$ cat config.mk
export PLATFORM = sky130hd
export DESIGN_NAME = arm_motor_command_framer
export DESIGN_NICKNAME = d
export VERILOG_FILES = /design/src/rtl/core/amcf_pkg.sv /design/src/rtl/core/amcf_front.sv /design/src/rtl/core/amcf_queue.sv /design/src/rtl/core/amcf_back.sv /design/src/rtl/core/amcf_serial.sv /design/src/rtl/core/arm_motor_command_framer.sv
export SDC_FILE = /design/constraint.sdc
export NUM_CORES = 1
export LEC_CHECK = 0
export BUFFER_PORTS_ARGS = -buffer_cell sky130_fd_sc_hd__buf_2
export CAP_MARGIN = 15
export CORE_MARGIN = 4
export CORE_UTILIZATION = 30
export DETAILED_ROUTE_END_ITERATION = 10
export PLACE_DENSITY = 0.53
export SETUP_SLACK_MARGIN = 0.4
export SYNTH_ARGS = -nofsm -noshare
export SYNTH_HDL_FRONTEND = slang
export SYNTH_HIERARCHICAL = 1
export SYNTH_SLANG_ARGS = --single-unit
$ cat constraint.sdc
create_clock -name clk -period 4.01 [get_ports clk]
set_input_delay 0.6015 -clock clk [delete_from_list [all_inputs] [get_ports clk]]
set_output_delay 0.6015 -clock clk [all_outputs]
set_load 0.02 [all_outputs]
$ cat src/rtl/core/amcf_pkg.sv
// Shared types, constants and the CRC-16 byte update for the arm motor framer.
// No dependencies.
package amcf_pkg;

  localparam int QUEUE_DEPTH  = 2;
  localparam int CFG_AW       = 3;
  localparam int PKT_BYTES    = 5;
  localparam int RUN_BYTES    = 2 * PKT_BYTES;

  localparam logic [15:0] CRC_POLY  = 16'h1021;
  localparam logic [15:0] CRC_TOP   = 16'h8000;
  localparam logic [7:0]  ADDR_RST  = 8'h80;
  localparam logic [6:0]  SPEED_MAX = 7'd127;
  localparam logic [6:0]  FSPD_RST  = 7'd127;

  localparam logic [7:0]  OP_M1_FWD = 8'd0;
  localparam logic [7:0]  OP_M1_BWD = 8'd1;
  localparam logic [7:0]  OP_M2_FWD = 8'd4;
  localparam logic [7:0]  OP_M2_BWD = 8'd5;

  localparam logic REG_DEV_ADDR = 1'b0;
  localparam logic REG_FIX_SPD  = 1'b1;

  typedef enum logic [2:0] {
    CMD_STOP       = 3'd0,
    CMD_BOTH_UP    = 3'd1,
    CMD_BOTH_DOWN  = 3'd2,
    CMD_FRONT_UP   = 3'd3,
    CMD_FRONT_DOWN = 3'd4,
    CMD_BACK_UP    = 3'd5,
    CMD_BACK_DOWN  = 3'd6,
    CMD_MOVE       = 3'd7
  } cmd_t;

  typedef struct packed {
    logic       bwd1;
    logic [6:0] spd1;
    logic       bwd2;
    logic [6:0] spd2;
  } motor_req_t;

  function automatic logic [15:0] crc_byte(input logic [15:0] crc, input logic [7:0] b);
    logic [15:0] c;
    c = crc ^ {b, 8'h00};
    for (int k = 0; k < 8; k++) begin
      if ((c & CRC_TOP) != 16'h0) c = {c[14:0], 1'b0} ^ CRC_POLY;
      else c = {c[14:0], 1'b0};
    end
    return c;
  endfunction

endpackage

$ cat src/rtl/core/amcf_front.sv
// Front end: takes commands and turns them into per-motor direction and speed.
// Depends on amcf_pkg.
module amcf_front import amcf_pkg::*; (
  input  logic              in_valid,
  output logic              in_stall,
  input  logic [2:0]        in_cmd,
  input  logic signed [15:0] in_arm_speed,
  input  logic [6:0]        fixed_speed,
  input  logic              q_full,
  output logic              q_push,
  output motor_req_t        q_data
);

  logic signed [15:0] neg_spd;
  logic [6:0]         mv_mag;
  logic               mv_bwd;

  assign in_stall = q_full;
  assign q_push   = in_valid && !q_full;
  assign neg_spd  = -in_arm_speed;

  always_comb begin
    if (in_arm_speed > 16'sd127) begin
      mv_mag = SPEED_MAX;
      mv_bwd = 1'b0;
    end else if (in_arm_speed < -16'sd127) begin
      mv_mag = SPEED_MAX;
      mv_bwd = 1'b1;
    end else if (in_arm_speed < 16'sd0) begin
      mv_mag = neg_spd[6:0];
      mv_bwd = 1'b1;
    end else begin
      mv_mag = in_arm_speed[6:0];
      mv_bwd = 1'b0;
    end
  end

  always_comb begin
    q_data = '0;
    unique case (cmd_t'(in_cmd))
      CMD_STOP: ;
      CMD_BOTH_UP: begin
        q_data.spd1 = fixed_speed;
        q_data.spd2 = fixed_speed;
      end
      CMD_BOTH_DOWN: begin
        q_data.spd1 = fixed_speed;
        q_data.spd2 = fixed_speed;
        q_data.bwd1 = 1'b1;
        q_data.bwd2 = 1'b1;
      end
      CMD_FRONT_UP: q_data.spd1 = fixed_speed;
      CMD_FRONT_DOWN: begin
        q_data.spd1 = fixed_speed;
        q_data.bwd1 = 1'b1;
      end
      CMD_BACK_UP: q_data.spd2 = fixed_speed;
      CMD_BACK_DOWN: begin
        q_data.spd2 = fixed_speed;
        q_data.bwd2 = 1'b1;
      end
      CMD_MOVE: begin
        q_data.spd1 = mv_mag;
        q_data.spd2 = mv_mag;
        q_data.bwd1 = mv_bwd;
        q_data.bwd2 = mv_bwd;
      end
      default: ;
    endcase
  end

endmodule

$ cat src/rtl/core/amcf_queue.sv
// Short show-ahead queue of motor requests between front and back ends.
// Depends on amcf_pkg.
module amcf_queue import amcf_pkg::*; #(
  parameter int DEPTH = QUEUE_DEPTH
) (
  input  logic       clk,
  input  logic       rst_n,
  input  logic       push,
  input  motor_req_t wr_data,
  input  logic       pop,
  output motor_req_t rd_data,
  output logic       full,
  output logic       empty
);

  localparam int PW = (DEPTH > 1) ? $clog2(DEPTH) : 1;
  localparam int CW = $clog2(DEPTH + 1);
  localparam logic [PW-1:0] LAST = PW'(DEPTH - 1);

  motor_req_t    mem_r [DEPTH];
  logic [PW-1:0] wp_r, rp_r;
  logic [CW-1:0] cnt_r;
  logic          do_push, do_pop;

  assign full    = (cnt_r == CW'(DEPTH));
  assign empty   = (cnt_r == '0);
  assign do_push = push && !full;
  assign do_pop  = pop && !empty;
  assign rd_data = mem_r[rp_r];

  always_ff @(posedge clk) begin
    if (do_push) mem_r[wp_r] <= wr_data;
  end

  always_ff @(posedge clk) begin
    if (!rst_n) begin
      wp_r  <= '0;
      rp_r  <= '0;
      cnt_r <= '0;
    end else begin
      if (do_push) wp_r <= (wp_r == LAST) ? '0 : wp_r + 1'b1;
      if (do_pop)  rp_r <= (rp_r == LAST) ? '0 : rp_r + 1'b1;
      if (do_push && !do_pop)      cnt_r <= cnt_r + 1'b1;
      else if (do_pop && !do_push) cnt_r <= cnt_r - 1'b1;
    end
  end

endmodule

$ cat src/rtl/core/amcf_back.sv
// Back end: takes requests from the queue head and hands them to the byte
// serialiser. Depends on amcf_pkg and amcf_serial.
module amcf_back import amcf_pkg::*; (
  input  logic       clk,
  input  logic       rst_n,
  input  logic [7:0] dev_addr,
  input  motor_req_t req,
  input  logic       req_avail,
  output logic       req_pop,
  output logic       out_valid,
  input  logic       out_stall,
  output logic [7:0] out_tx_byte,
  output logic       out_last_byte
);

  amcf_serial u_serial (
    .clk           (clk),
    .rst_n         (rst_n),
    .dev_addr      (dev_addr),
    .req           (req),
    .req_avail     (req_avail),
    .req_pop       (req_pop),
    .out_valid     (out_valid),
    .out_stall     (out_stall),
    .out_tx_byte   (out_tx_byte),
    .out_last_byte (out_last_byte)
  );

endmodule

$ cat src/rtl/core/amcf_serial.sv
// Back end: serialises each request into two framed packets with CRC-16.
// Depends on amcf_pkg.
module amcf_serial import amcf_pkg::*; (
  input  logic       clk,
  input  logic       rst_n,
  input  logic [7:0] dev_addr,
  input  motor_req_t req,
  input  logic       req_avail,
  output logic       req_pop,
  output logic       out_valid,
  input  logic       out_stall,
  output logic [7:0] out_tx_byte,
  output logic       out_last_byte
);

  localparam int IW = $clog2(RUN_BYTES);
  localparam logic [IW-1:0] IDX_LAST = IW'(RUN_BYTES - 1);

  logic [IW-1:0] idx_r, idx_nxt;
  logic [15:0]   crc_r, crc_in;
  logic [7:0]    byte_sel;
  logic          valid_r, last_r, load, second, first_of_pkt, crc_upd;
  logic [7:0]    tx_r;

  assign load      = req_avail && (!valid_r || !out_stall);
  assign req_pop   = load && (idx_r == IDX_LAST);
  assign idx_nxt   = (idx_r == IDX_LAST) ? '0 : idx_r + 1'b1;
  assign second    = (idx_r >= IW'(PKT_BYTES));

  always_comb begin
    byte_sel     = 8'h00;
    first_of_pkt = 1'b0;
    crc_upd      = 1'b0;
    unique case (second ? idx_r - IW'(PKT_BYTES) : idx_r)
      IW'(0): begin
        byte_sel     = dev_addr;
        first_of_pkt = 1'b1;
        crc_upd      = 1'b1;
      end
      IW'(1): begin
        if (second) byte_sel = req.bwd2 ? OP_M2_BWD : OP_M2_FWD;
        else        byte_sel = req.bwd1 ? OP_M1_BWD : OP_M1_FWD;
        crc_upd = 1'b1;
      end
      IW'(2): begin
        byte_sel = {1'b0, second ? req.spd2 : req.spd1};
        crc_upd  = 1'b1;
      end
      IW'(3): byte_sel = crc_r[15:8];
      IW'(4): byte_sel = crc_r[7:0];
      default: byte_sel = 8'h00;
    endcase
  end

  assign crc_in = first_of_pkt ? 16'h0000 : crc_r;

  always_ff @(posedge clk) begin
    if (!rst_n) begin
      idx_r   <= '0;
      valid_r <= 1'b0;
    end else begin
      if (load) begin
        idx_r   <= idx_nxt;
        valid_r <= 1'b1;
      end else if (!out_stall) begin
        valid_r <= 1'b0;
      end
    end
  end

  always_ff @(posedge clk) begin
    if (load) begin
      tx_r   <= byte_sel;
      last_r <= (idx_r == IDX_LAST);
      if (crc_upd) crc_r <= crc_byte(crc_in, byte_sel);
    end
  end

  assign out_valid     = valid_r;
  assign out_tx_byte   = tx_r;
  assign out_last_byte = last_r;

endmodule

$ cat src/rtl/core/arm_motor_command_framer.sv
// Top level of the arm motor command framer: register port, front end,
// request queue and serialiser. Depends on amcf_pkg and the amcf_* modules.
//
// Usage:
//  - Input channel (in_valid/in_stall, in_cmd, in_arm_speed) takes one arm
//    command per request. in_stall rises only when the request queue is full.
//  - Output channel (out_valid/out_stall, out_tx_byte, out_last_byte) gives
//    ten bytes per command: motor 1 packet then motor 2 packet, each
//    address, opcode, speed, CRC high, CRC low. out_last_byte marks byte ten.
//  - Throughput: one byte per cycle while a command is queued and the
//    receiver does not stall; the one-byte output channel sets that rate.
//  - The first byte passes the queue, then the serialiser output register.
//  - The CRC takes each packet's first three bytes, one per unstalled cycle.
//  - Registers: address 0 device address (reset 0x80), address 4 fixed
//    speed (reset 127). Write them only while the block is idle.
//  - Reset clears the queue and the serialiser; no bytes are pending.
//  - When the receiver stalls the output byte holds; the queue keeps taking
//    commands until it fills.
module arm_motor_command_framer import amcf_pkg::*; #(
  parameter int DEPTH = QUEUE_DEPTH
) (
  input  logic               clk,
  input  logic               rst_n,
  input  logic               psel,
  input  logic               penable,
  input  logic               pwrite,
  input  logic [CFG_AW-1:0]  paddr,
  input  logic [31:0]        pwdata,
  output logic [31:0]        prdata,
  output logic               pready,
  input  logic               in_valid,
  output logic               in_stall,
  input  logic [2:0]         in_cmd,
  input  logic signed [15:0] in_arm_speed,
  output logic               out_valid,
  input  logic               out_stall,
  output logic [7:0]         out_tx_byte,
  output logic               out_last_byte
);

  logic [7:0] dev_addr_r;
  logic [6:0] fix_spd_r;
  logic       wr_en;
  motor_req_t push_data, head;
  logic       q_push, q_pop, q_full, q_empty;

  assign pready = 1'b1;
  assign wr_en  = psel && penable && pwrite;

  always_ff @(posedge clk) begin
    if (!rst_n) begin
      dev_addr_r <= ADDR_RST;
      fix_spd_r  <= FSPD_RST;
    end else if (wr_en) begin
      unique case (paddr[2])
        REG_DEV_ADDR: dev_addr_r <= pwdata[7:0];
        REG_FIX_SPD:  fix_spd_r  <= pwdata[6:0];
        default: ;
      endcase
    end
  end

  always_comb begin
    unique case (paddr[2])
      REG_DEV_ADDR: prdata = {24'h0, dev_addr_r};
      REG_FIX_SPD:  prdata = {25'h0, fix_spd_r};
      default:      prdata = 32'h0;
    endcase
  end

  amcf_front u_front (
    .in_valid     (in_valid),
    .in_stall     (in_stall),
    .in_cmd       (in_cmd),
    .in_arm_speed (in_arm_speed),
    .fixed_speed  (fix_spd_r),
    .q_full       (q_full),
    .q_push       (q_push),
    .q_data       (push_data)
  );

  amcf_queue #(.DEPTH(DEPTH)) u_queue (
    .clk     (clk),
    .rst_n   (rst_n),
    .push    (q_push),
    .wr_data (push_data),
    .pop     (q_pop),
    .rd_data (head),
    .full    (q_full),
    .empty   (q_empty)
  );

  amcf_back u_back (
    .clk           (clk),
    .rst_n         (rst_n),
    .dev_addr      (dev_addr_r),
    .req           (head),
    .req_avail     (!q_empty),
    .req_pop       (q_pop),
    .out_valid     (out_valid),
    .out_stall     (out_stall),
    .out_tx_byte   (out_tx_byte),
    .out_last_byte (out_last_byte)
  );

endmodule
==> results of run 1 <==
placed cells by master (no fill, tap or decap), types with 15 or more instances in the layout:
master    Yosys  final
nand2_1      76     76
edfxtp_1     57     57
buf_2         5     53
conb_1        2     25
dfxtp_1      25     25
mux2_2       23     23
xnor2_1      20     20
nor2b_1      18     18
mux2i_1      18     18
o21ai_0      15     15
nor2_1       15     15
where the power goes:
group | leakage [nW] | internal [mW] | total (mW) | switching, mW
Sequential | 0.740 | 1.31 | 1.46 | 0.150
Clock | 0.169 | 0.608 | 0.935 | 0.327
Combinational | 1.30 | 0.683 | 1.68 | 1.00
Total | 2.21 | 2.60 | 4.08 | 1.48
cell type report:
cell class	instances	area share
flip-flops and latches	82	0.386
multi-input cells	366	0.440
well taps	220	0.0480
inverters	14	0.00917
clock inverters	7	0.0205
clock buffers	9	0.0393
repair buffers	61	0.0568
worst register-to-register path: cells and delay by family (launching register included):
family	cells	cell delay (ps)
xor gates and xnor gates	3	520
buffers and inverters	1	180
DFF	1	580
and+or+nand+nor	1	140
adders and majority gates	1	320
AOI/OAI and AO/OA	4	1380
per-stage QoR:
step	util	setup slack [ps]
2_1_floorplan	-	1060
3_3_place_gp	0.326	731
3_5_place_dp	0.326	672
4_1_cts	0.347	654
5_1_grt	0.347	501
6_report	0.347	650
final timing paths:
path | end | depth (start not counted)
worst max-delay path | u_back/u_serial/crc_r[5] | 10
worst min-delay path | dev_addr_r[1] | 2
worst max register to register | u_back/u_serial/crc_r[5] | 10
worst min register to register | dev_addr_r[1] | 2
metal layers:
layer / routed length (um) / part of all wire / vias up
met5: 0 / 0 / -
met1: 5390 / 0.48 / 1646
met3: 583 / 0.051 / 14
li1: - / - / 1799
met4: 231 / 0.020 / 0
met2: 5140 / 0.45 / 92
sequential cells by signal, summed over array words and instances (netlist names), named ones only:
| signal | count |
|---|---|
| u_back/u_serial/idx_r | 4 |
| fix_spd_r | 7 |
| u_back/u_serial/out_valid | 1 |
| u_queue/rp_r | 1 |
| u_back/u_serial/crc_r | 16 |
| u_back/u_serial/out_last_byte | 1 |
| u_queue/cnt_r | 2 |
| u_queue/mem_r | 32 |
| u_back/u_serial/out_tx_byte | 8 |
| dev_addr_r | 8 |
| u_queue/wp_r | 1 |
kinds of logic after synthesis:
group | count (synthesis) | share of synthesized area
multiplexers | 43 | 0.0940
buffers and inverters | 60 | 0.0809
flip-flops | 82 | 0.437
other | 2 | 0.00148
XOR/XNOR | 38 | 0.0732
AND/OR/NAND/NOR | 163 | 0.161
AO/OA/AOI/OAI | 90 | 0.135
adder cells (fa/ha/maj) | 7 | 0.0173
==> results_dict.tcl, run 1 <==
set metrics [dict create \
    status "finished, final reports clean" \
    hold_class "reg -> reg" \
    clock_sinks 82 \
    io_buffers 53 \
    gr-usage-met1 0.167 \
    cp-end-kind "flip-flop" \
    firstDrtPassIters 4 \
    clk_pin_slew_ps 60 \
    setup-violations-final 0 \
    met3_usage 0.0290 \
    clock_path_buffers 2 \
    postRouteAntennaNets 0 \
    rsz0062_at_grt "false" \
    crit_buf_inv 1 \
    io_pins 105 \
    r2r_setup_slack_ps 650 \
    synth.most_common_cell "nand2_1" \
    grt_pass1_wl_um 18100 \
    cp_slowest_cell "dfxtp_1" \
    regArea_mm2 0.00221 \
    grt_most_used_layer "met2" \
    syn_to_final_growth_pct 13.3 \
    min_from "dev_addr_r[1]" \
    synth_warnings 6 \
    cp.arrival_ps 3430 \
    worstReg2RegStart "u_back/u_serial/idx_r[0]" \
    core_mm2 0.0165 \
    clk_latency_ps 330 \
    whs_ps 500 \
    slowest_delay_ps 580 \
    met2_usage 0.189 \
    fin_crit_sh 0.838 \
    min_period_ps 3360 \
    dpl_cell_area_mm2 0.00539 \
    hpwl_um 8620 \
    antenna_found_initial 0 \
    crit_required_ps 4080 \
    hold_violations 0 \
    grt_max_degree 38 \
    initial_core_util 0.306 \
    synth_edf_count 57 \
    fin_nets 602 \
    crit_fanout 21 \
    wl_per_cell_um 14.9 \
    yosysSeqAreaShare 0.437 \
    multiInputGateArea_mm2 0.00252 \
    report.final.slew_viol_count 0 \
    drc_errors 0 \
    cts_hold_buf 0 \
    synth_commonest_cells "76 x nand2_1, 57 x edfxtp_1, 27 x buf_4" \
    fp.dieW_um 138 \
    final_cell_area_mm2 0.00573 \
    leakagePower_nw 2.21 \
    crit_chain "clkinv_1 -> ha_1 -> nand2b_2 -> a21oi_4 -> a21o_2 -> a221o_1 -> a221o_2 -> xor2_1 -> xnor2_2 -> xor2_1" \
    grt.total_usage 0.123 \
    drive_gt1_frac 0.252 \
    ys_ff_latch 82 \
    syn_area_per_cell_um2 10.4 \
    final_cells 759 \
    worst_slew_pin_slew_ps 775 \
    cts_buffers 9 \
    critPathTopFamily "compound AO/OA/AOI/OAI gates" \
    clock_tree.root_cell "clkbuf_16" \
    total_power_mw 4.08 \
    cts_max_level 3 \
    synth_cell_types 76 \
    yosys.area.top_type_share 0.338 \
    std_cell_rows 47 \
    die-area_mm2 0.0190 \
    cts_tree "done" \
    antennaDiodeCount 0 \
    skew_ps 5.70 \
    synth_area_leaders "edfxtp_1 34%, dfxtp_1 9.9%, nand2_1 5.6%" \
    path_class "reg -> reg" \
    pwr_density_cell_mw_per_mm2 711 \
    tns_ps 0 \
    synth_top_cell_by_area "edfxtp_1" \
    timing.slew.headroom 0.483 \
    via_per_inst 4.68 \
    die_h_um 138 \
    start_kind "flip-flop" \
    crit_top_cell "xor2_1" \
    drtIter0Drc 171 \
    cts_resized 0 \
    gp_congestion 0.895 \
    grt_pass1_vias 3490 \
    grt_overflow 0 \
    dpl.cell_count 743 \
    clock.fmax_mhz 298 \
    critical_path.startpoint "u_back/u_serial/idx_r[0]" \
    async_flop_share 0 \
    synth_cells 485 \
    num_vias 3551 \
    post_cts_buffers 0 \
    routed_wl_um 11300 \
    synth_ff_type "edfxtp_1" \
    cap_violations 0 \
    irDropWorstVdd_mv 0.263 \
    fill_cells 1655 \
    syn-cell-area_mm2 0.00506 \
]
Note: power is estimated with default switching activity, not from simulation.
==> run 2: changes to the inputs <==
--- a/config.mk
+++ b/config.mk
@@ -5,6 +5,7 @@
 export SDC_FILE = /design/constraint.sdc
 export NUM_CORES = 1
 export LEC_CHECK = 0
+export ABC_AREA = 1
 export BUFFER_PORTS_ARGS = -buffer_cell sky130_fd_sc_hd__buf_2
 export CAP_MARGIN = 15
 export CORE_MARGIN = 4
==> constraint.sdc (replaced) <==
create_clock -name clk -period 3.3 [get_ports clk]
set_input_delay 0.495 -clock clk [delete_from_list [all_inputs] [get_ports clk]]
set_output_delay 0.495 -clock clk [all_outputs]
set_load 0.02 [all_outputs]
==> run 2 against run 1 <==
Compared with the run above:
- sequential power hardly changed
- clock power is 5.0% higher
- critical path depth is 8 higher
- largest power group is now sequential cells
- maximum frequency is 26% higher
- hold slack worse by 130 ps
==> results_dict.tcl, run 2 <==
set metrics [dict create \
    status "finished, final reports clean" \
    grt_pass1_vias 3585 \
    synth_cell_types 37 \
    fin_crit_sh 0.806 \
    crit_required_ps 3390 \
    start_kind "flip-flop" \
    std_cell_rows 47 \
    grt_pass1_wl_um 17900 \
    regMostFlops "u_queue/mem_r" \
    num_vias 4001 \
    drtIter0Drc 183 \
    largest_reg_flops 32 \
    fp.dieW_um 139 \
    cts_hold_buf 0 \
    clock.fmax_mhz 376 \
    synth_area_leaders "edfxtp_1 33%, nand2_1 16%, dfxtp_1 9.7%" \
    setup-violations-final 0 \
    total_power_mw 3.74 \
    antennaDiodeCount 0 \
    initial_core_util 0.308 \
    hpwl_um 8470 \
    clock_sinks 82 \
    clk_pin_slew_ps 60 \
    synth_edf_count 57 \
    ys_ff_latch 82 \
    worst_slew_pin_slew_ps 801 \
    hold_depth 3 \
    path_class "reg -> reg" \
    ff2ff_path_depth 18 \
    pwr_density_cell_mw_per_mm2 641 \
    cts_buffers 9 \
    synth_warnings 6 \
    synth_compound_area_frac 0.0382 \
    cp.arrival_ps 2750 \
    irDropWorstVdd_mv 0.252 \
    io_pins 105 \
    core_mm2 0.0167 \
    synth_ff_type "edfxtp_1" \
    grt.total_usage 0.114 \
    timing.slew.headroom 0.465 \
    cts_max_level 3 \
    gp_congestion 0.786 \
    synthSimpleGateAreaFrac 0.357 \
    synthMuxAreaShare 0.0423 \
    cts_tree "done" \
    via_per_inst 4.34 \
    critical_path.startpoint "u_back/u_serial/idx_r[1]" \
    hold_violations 0 \
    die-area_mm2 0.0193 \
    grt_max_degree 22 \
    synth_commonest_cells "221 x nand2_1, 67 x nand3_1, 57 x edfxtp_1" \
    fin_util 0.349 \
    fill_cells 1786 \
    yosysSeqAreaShare 0.430 \
    cp-end-kind "flip-flop" \
    report.final.slew_viol_count 0 \
    leakagePower_nw 2.75 \
    worstReg2RegStart "u_back/u_serial/idx_r[1]" \
    async_flop_share 0 \
    layout_common_cells "221 x nand2_1, 67 x nand3_1, 57 x edfxtp_1" \
    synth_cells 640 \
    skew_ps 7.34 \
    syn_to_final_growth_pct 13.4 \
    drc_errors 0 \
    rsz0062_at_grt "false" \
    cap_violations 0 \
    synth.most_common_cell "nand2_1" \
    antenna_found_initial 0 \
    final_common_cell "nand2_1" \
    synth_top_family_by_area "simple AND/OR/NAND/NOR gates" \
    postRouteAntennaNets 0 \
    firstDrtPassIters 5 \
    reg_top3 "u_queue/mem_r: 32 flops, u_back/u_serial/crc_r: 16 flops" \
    drive_gt1_frac 0.222 \
    syn-cell-area_mm2 0.00514 \
    wl_per_cell_um 11.9 \
    yosys.area.top_type_share 0.333 \
    routed_wl_um 11000 \
    syn_area_per_cell_um2 8.04 \
    die_h_um 139 \
    synth_fa_ha_area_frac 0.0170 \
    clk_latency_ps 340 \
    synth_top_cell_by_area "edfxtp_1" \
    fin_nets 765 \
    tns_ps 0 \
    clock_path_buffers 2 \
    crit_fanout 19 \
    io_buffers 53 \
    hold_class "in -> reg" \
    min_period_ps 2660 \
    min_from "pwdata[7]" \
    synth_xor_area_frac 0.0119 \
    clock_tree.root_cell "clkbuf_16" \
    grt_overflow 0 \
]
==> run 2: cell types whose count changed in the layout (fill, tap and decap cells not counted), sizes merged, moves of 8 or more <==
cell   previous run  this run
mux2i            20         0
inv              13        62
nand3             8        72
nor2b            18         0
nand2            76       248
nor2             16        63
xnor2            24         3
xor2             14         4
and3              8         0
a21oi            15         4
==> run 2: path summary, 6_finish.rpt <==
kind                               endpoint  slack, ps
setup / recovery  u_back/u_serial/crc_r[12]        640
hold / removal                dev_addr_r[7]        370
setup reg to reg  u_back/u_serial/crc_r[12]        640
hold reg to reg                u_queue/rp_r        500
==> run 2: cell type report <==
cell class | count | area (um^2) | share of cell area
well taps | 220 | 275 | 0.0472
repair buffers | 60 | 318 | 0.0545
inverters | 62 | 233 | 0.0399
clock buffers | 9 | 225 | 0.0386
flip-flops and latches | 82 | 2210 | 0.380
multi-input cells | 482 | 2500 | 0.428
clock inverters | 7 | 70.1 | 0.0120
==> run 2: metal layers <==
| metal | wire, um | track usage | share of wire | vias to the layer above |
|---|---|---|---|---|
| li1 | - | - | - | 2133 |
| met5 | 0 | 0 | 0 | - |
| met4 | 63 | 0.0278 | 0.0057 | 0 |
| met1 | 5670 | 0.163 | 0.52 | 1784 |
| met3 | 479 | 0.0314 | 0.044 | 2 |
| met2 | 4790 | 0.172 | 0.43 | 82 |
==> run 2: power breakdown <==
| group | internal, mW | total [mW] | switching [mW] |
|---|---|---|---|
| sequential | 1.40 | 1.49 | 0.0902 |
| combinational | 0.414 | 1.27 | 0.853 |
| clock | 0.583 | 0.982 | 0.399 |
==> run 2: critical path, stage by stage, from the launching register on <==
cell	delay, ps
dfxtp_2	390
inv_1	100
ha_1	200
inv_1	80
nand2_2	60
nand2_4	150
nand2_8	140
nand2_1	140
nand2_4	100
nor2_4	240
nand2_1	140
nand3_2	150
nand2_1	80
nand2_1	120
nand2_1	60
nand2_1	80
inv_1	40
nand3_1	50
nand2_1	50
==> run 2: what timing repair did <==
| action | CTS | global route |
|---|---|---|
| gates resized for setup | 0 | 1 |
| endpoints found under the setup margin | 0 | 10 |
| setup buffers | 0 | 1 |
| hold endpoints to repair | 0 | 0 |
==> run 2: cells by family (layout without fill, tap and decap cells) <==
| kind of cell | after synthesis | after routing |
|---|---|---|
| fa+ha+maj | 7 | 7 |
| mux | 16 | 16 |
| simple gates | 400 | 400 |
| other cells | 2 | 25 |
| compound gates | 27 | 27 |
| flops | 82 | 82 |
| xor+xnor | 7 | 7 |
| buf+inv | 99 | 138 |
==> run 2: stage by stage <==
stage,hold WS (ps),setup slack (ps),instances,instance area (um^2)
finish,369,640,922,5830
detailed placement,488,554,905,5530
floorplan,467,406,663,5230
global placement,473,512,905,5530
global route,376,427,922,5830
CTS,353,552,921,5820
==> run 3: changes to the inputs <==
==> constraint.sdc (replaced) <==
create_clock -name clk -period 2.63 [get_ports clk]
set_input_delay 0.3945 -clock clk [delete_from_list [all_inputs] [get_ports clk]]
set_output_delay 0.3945 -clock clk [all_outputs]
set_load 0.02 [all_outputs]
==> run 3 against run 2 <==
Compared with the run above:
- sequential cell count did not move
- clock power rose by 23%
- global-route usage grew 0.80 points
- critical path depth rose by 1
- largest cell class unchanged
- highest routed layer unchanged
==> results_dict.tcl, run 3 (synthesis results as in run 2) <==
set metrics [dict create \
    start_kind "flip-flop" \
    num_vias 4224 \
    drc_errors 0 \
    skew_ps 4.14 \
    timing.slew.headroom 0.649 \
    place_ws_ps 182 \
    layout_common_cells "169 x nand2_1, 57 x edfxtp_1, 54 x nand3_1" \
    cp.arrival_ps 2440 \
    via_per_inst 4.38 \
    leakagePower_nw 3.15 \
    fill_cells 1707 \
    cts_max_level 3 \
    initial_core_util 0.308 \
    dpl_cell_area_mm2 0.00561 \
    fin_nets 807 \
    comb_power_share 0.428 \
    whs_ps 280 \
    wl_per_cell_um 12.9 \
    grt.total_usage 0.122 \
    die_h_um 139 \
    setup-violations-final 0 \
    path_class "reg -> reg" \
    antenna_found_initial 0 \
    io_buffers 53 \
    grt_overflow 0 \
    status "finished, final reports clean" \
    reg_top3 "u_queue/mem_r: 32 flops, u_back/u_serial/crc_r: 16 flops" \
    clock_tree.root_cell "clkbuf_16" \
    crit_fanout 8 \
    clk_latency_ps 340 \
    rsz0062_at_grt "true" \
    hold_class "in -> reg" \
    swShare 0.375 \
    drive_gt1_frac 0.370 \
    final_cells 964 \
    gp_congestion 0.808 \
    tns_ps 0 \
    fin_util 0.400 \
    regArea_mm2 0.00222 \
    timing.final.ws_setup_ps 280 \
    ff2ff_path_depth 19 \
    cts_tree "done" \
    final_common_cell "nand2_1" \
    clockPowerShare 0.222 \
    cts_buffers 9 \
    internal_power_mw 3.41 \
    std_cell_rows 47 \
    fp.dieW_um 139 \
    clock_sinks 82 \
    cp-end-kind "flip-flop" \
    die-area_mm2 0.0193 \
    seqPwrFrac 0.351 \
    irDropWorstVdd_mv 0.366 \
    postRouteAntennaNets 0 \
    p_sw_mw 2.05 \
    crit_required_ps 2720 \
    final_cell_area_mm2 0.00668 \
    min_period_ps 2350 \
    clk_pin_slew_ps 60 \
    io_pins 105 \
    hpwl_um 8570 \
    clock.fmax_mhz 425 \
    largest_reg_flops 32 \
    grt_pass1_vias 3911 \
    pwr_density_cell_mw_per_mm2 816 \
    hold_violations 0 \
    total_power_mw 5.46 \
    fin_crit_sh 0.894 \
    core_mm2 0.0167 \
    drtIter0Drc 228 \
    grt_max_degree 22 \
    hold_depth 3 \
    clock_path_buffers 2 \
    report.final.slew_viol_count 0 \
    dpl.cell_count 914 \
    antennaDiodeCount 0 \
    worst_slew_pin_slew_ps 524 \
    firstDrtPassIters 4 \
    syn_to_final_growth_pct 30.0 \
    regMostFlops "u_queue/mem_r" \
    cts_hold_buf 0 \
    routed_wl_um 12400 \
    multiInputGateArea_mm2 0.00298 \
    grt_pass1_wl_um 19300 \
    cap_violations 0 \
]
[run 3: changes by cell type in the layout (fill, tap and decap cells not counted), sizes merged]
cell	before	now
clkbuf	9	11
clkinvlp	3	0
nor2	63	64
nand2	248	249
clkinv	3	4
buf	60	100
[run 3: final cells by class]
| type | count | area share |
|---|---|---|
| Sequential cell | 82 | 0.332 |
| Inverter | 62 | 0.0359 |
| Timing Repair Buffer | 100 | 0.103 |
| Tap cell | 220 | 0.0412 |
| Clock inverter | 5 | 0.00711 |
| Clock buffer | 11 | 0.0348 |
| Multi-Input combinational cell | 484 | 0.446 |
[run 3: path summary, 6_finish.rpt]
| path | slack (ps) | from | endpoint |
|---|---|---|---|
| setup / recovery | 280 | u_back/u_serial/idx_r[1] | u_back/u_serial/crc_r[10] |
| hold / removal | 280 | pwdata[7] | dev_addr_r[7] |
| setup reg to reg | 280 | u_back/u_serial/idx_r[1] | u_back/u_serial/crc_r[10] |
| hold reg to reg | 500 | dev_addr_r[5] | dev_addr_r[5] |
[run 3: power by group through the flow]
stage	clock network, mW	registers, mW	logic [mW]
finish	1.21	1.91	2.33
global route	1.31	1.94	2.57
CTS	1.26	1.88	1.88
detailed placement	0	1.89	1.67
global placement	0	1.89	1.66
floorplan	0	1.92	1.21
[run 3: worst max-delay path: stages, from the launching register on]
cell	delay (ps)
dfxtp_2	350
inv_4	50
ha_4	160
inv_4	60
nand2_4	60
nand2_8	100
nand2_8	110
nand2_4	120
nand2_8	90
nand2_4	80
nor2_4	40
buf_12	140
nand2_4	60
nand2_4	50
nor2_4	120
nand2_2	80
nand2_2	100
nand2_4	80
buf_6	120
xor2_1	120
[run 3: metal layers]
metal | up-vias | track usage | routed length, um
li1 | 2212 | - | -
met1 | 1887 | 0.169 | 5880
met2 | 110 | 0.192 | 5700
met3 | 15 | 0.0197 | 646
met4 | 0 | 0.0489 | 219
met5 | - | 0 | 0
[run 3: timing repair]
action | in CTS | in global routing
gates resized for setup | 40 | 92
pin swaps | 18 | 53
buffers inserted | 12 | 20
gates cloned | 0 | 2
endpoints found under the setup margin | 15 | 16
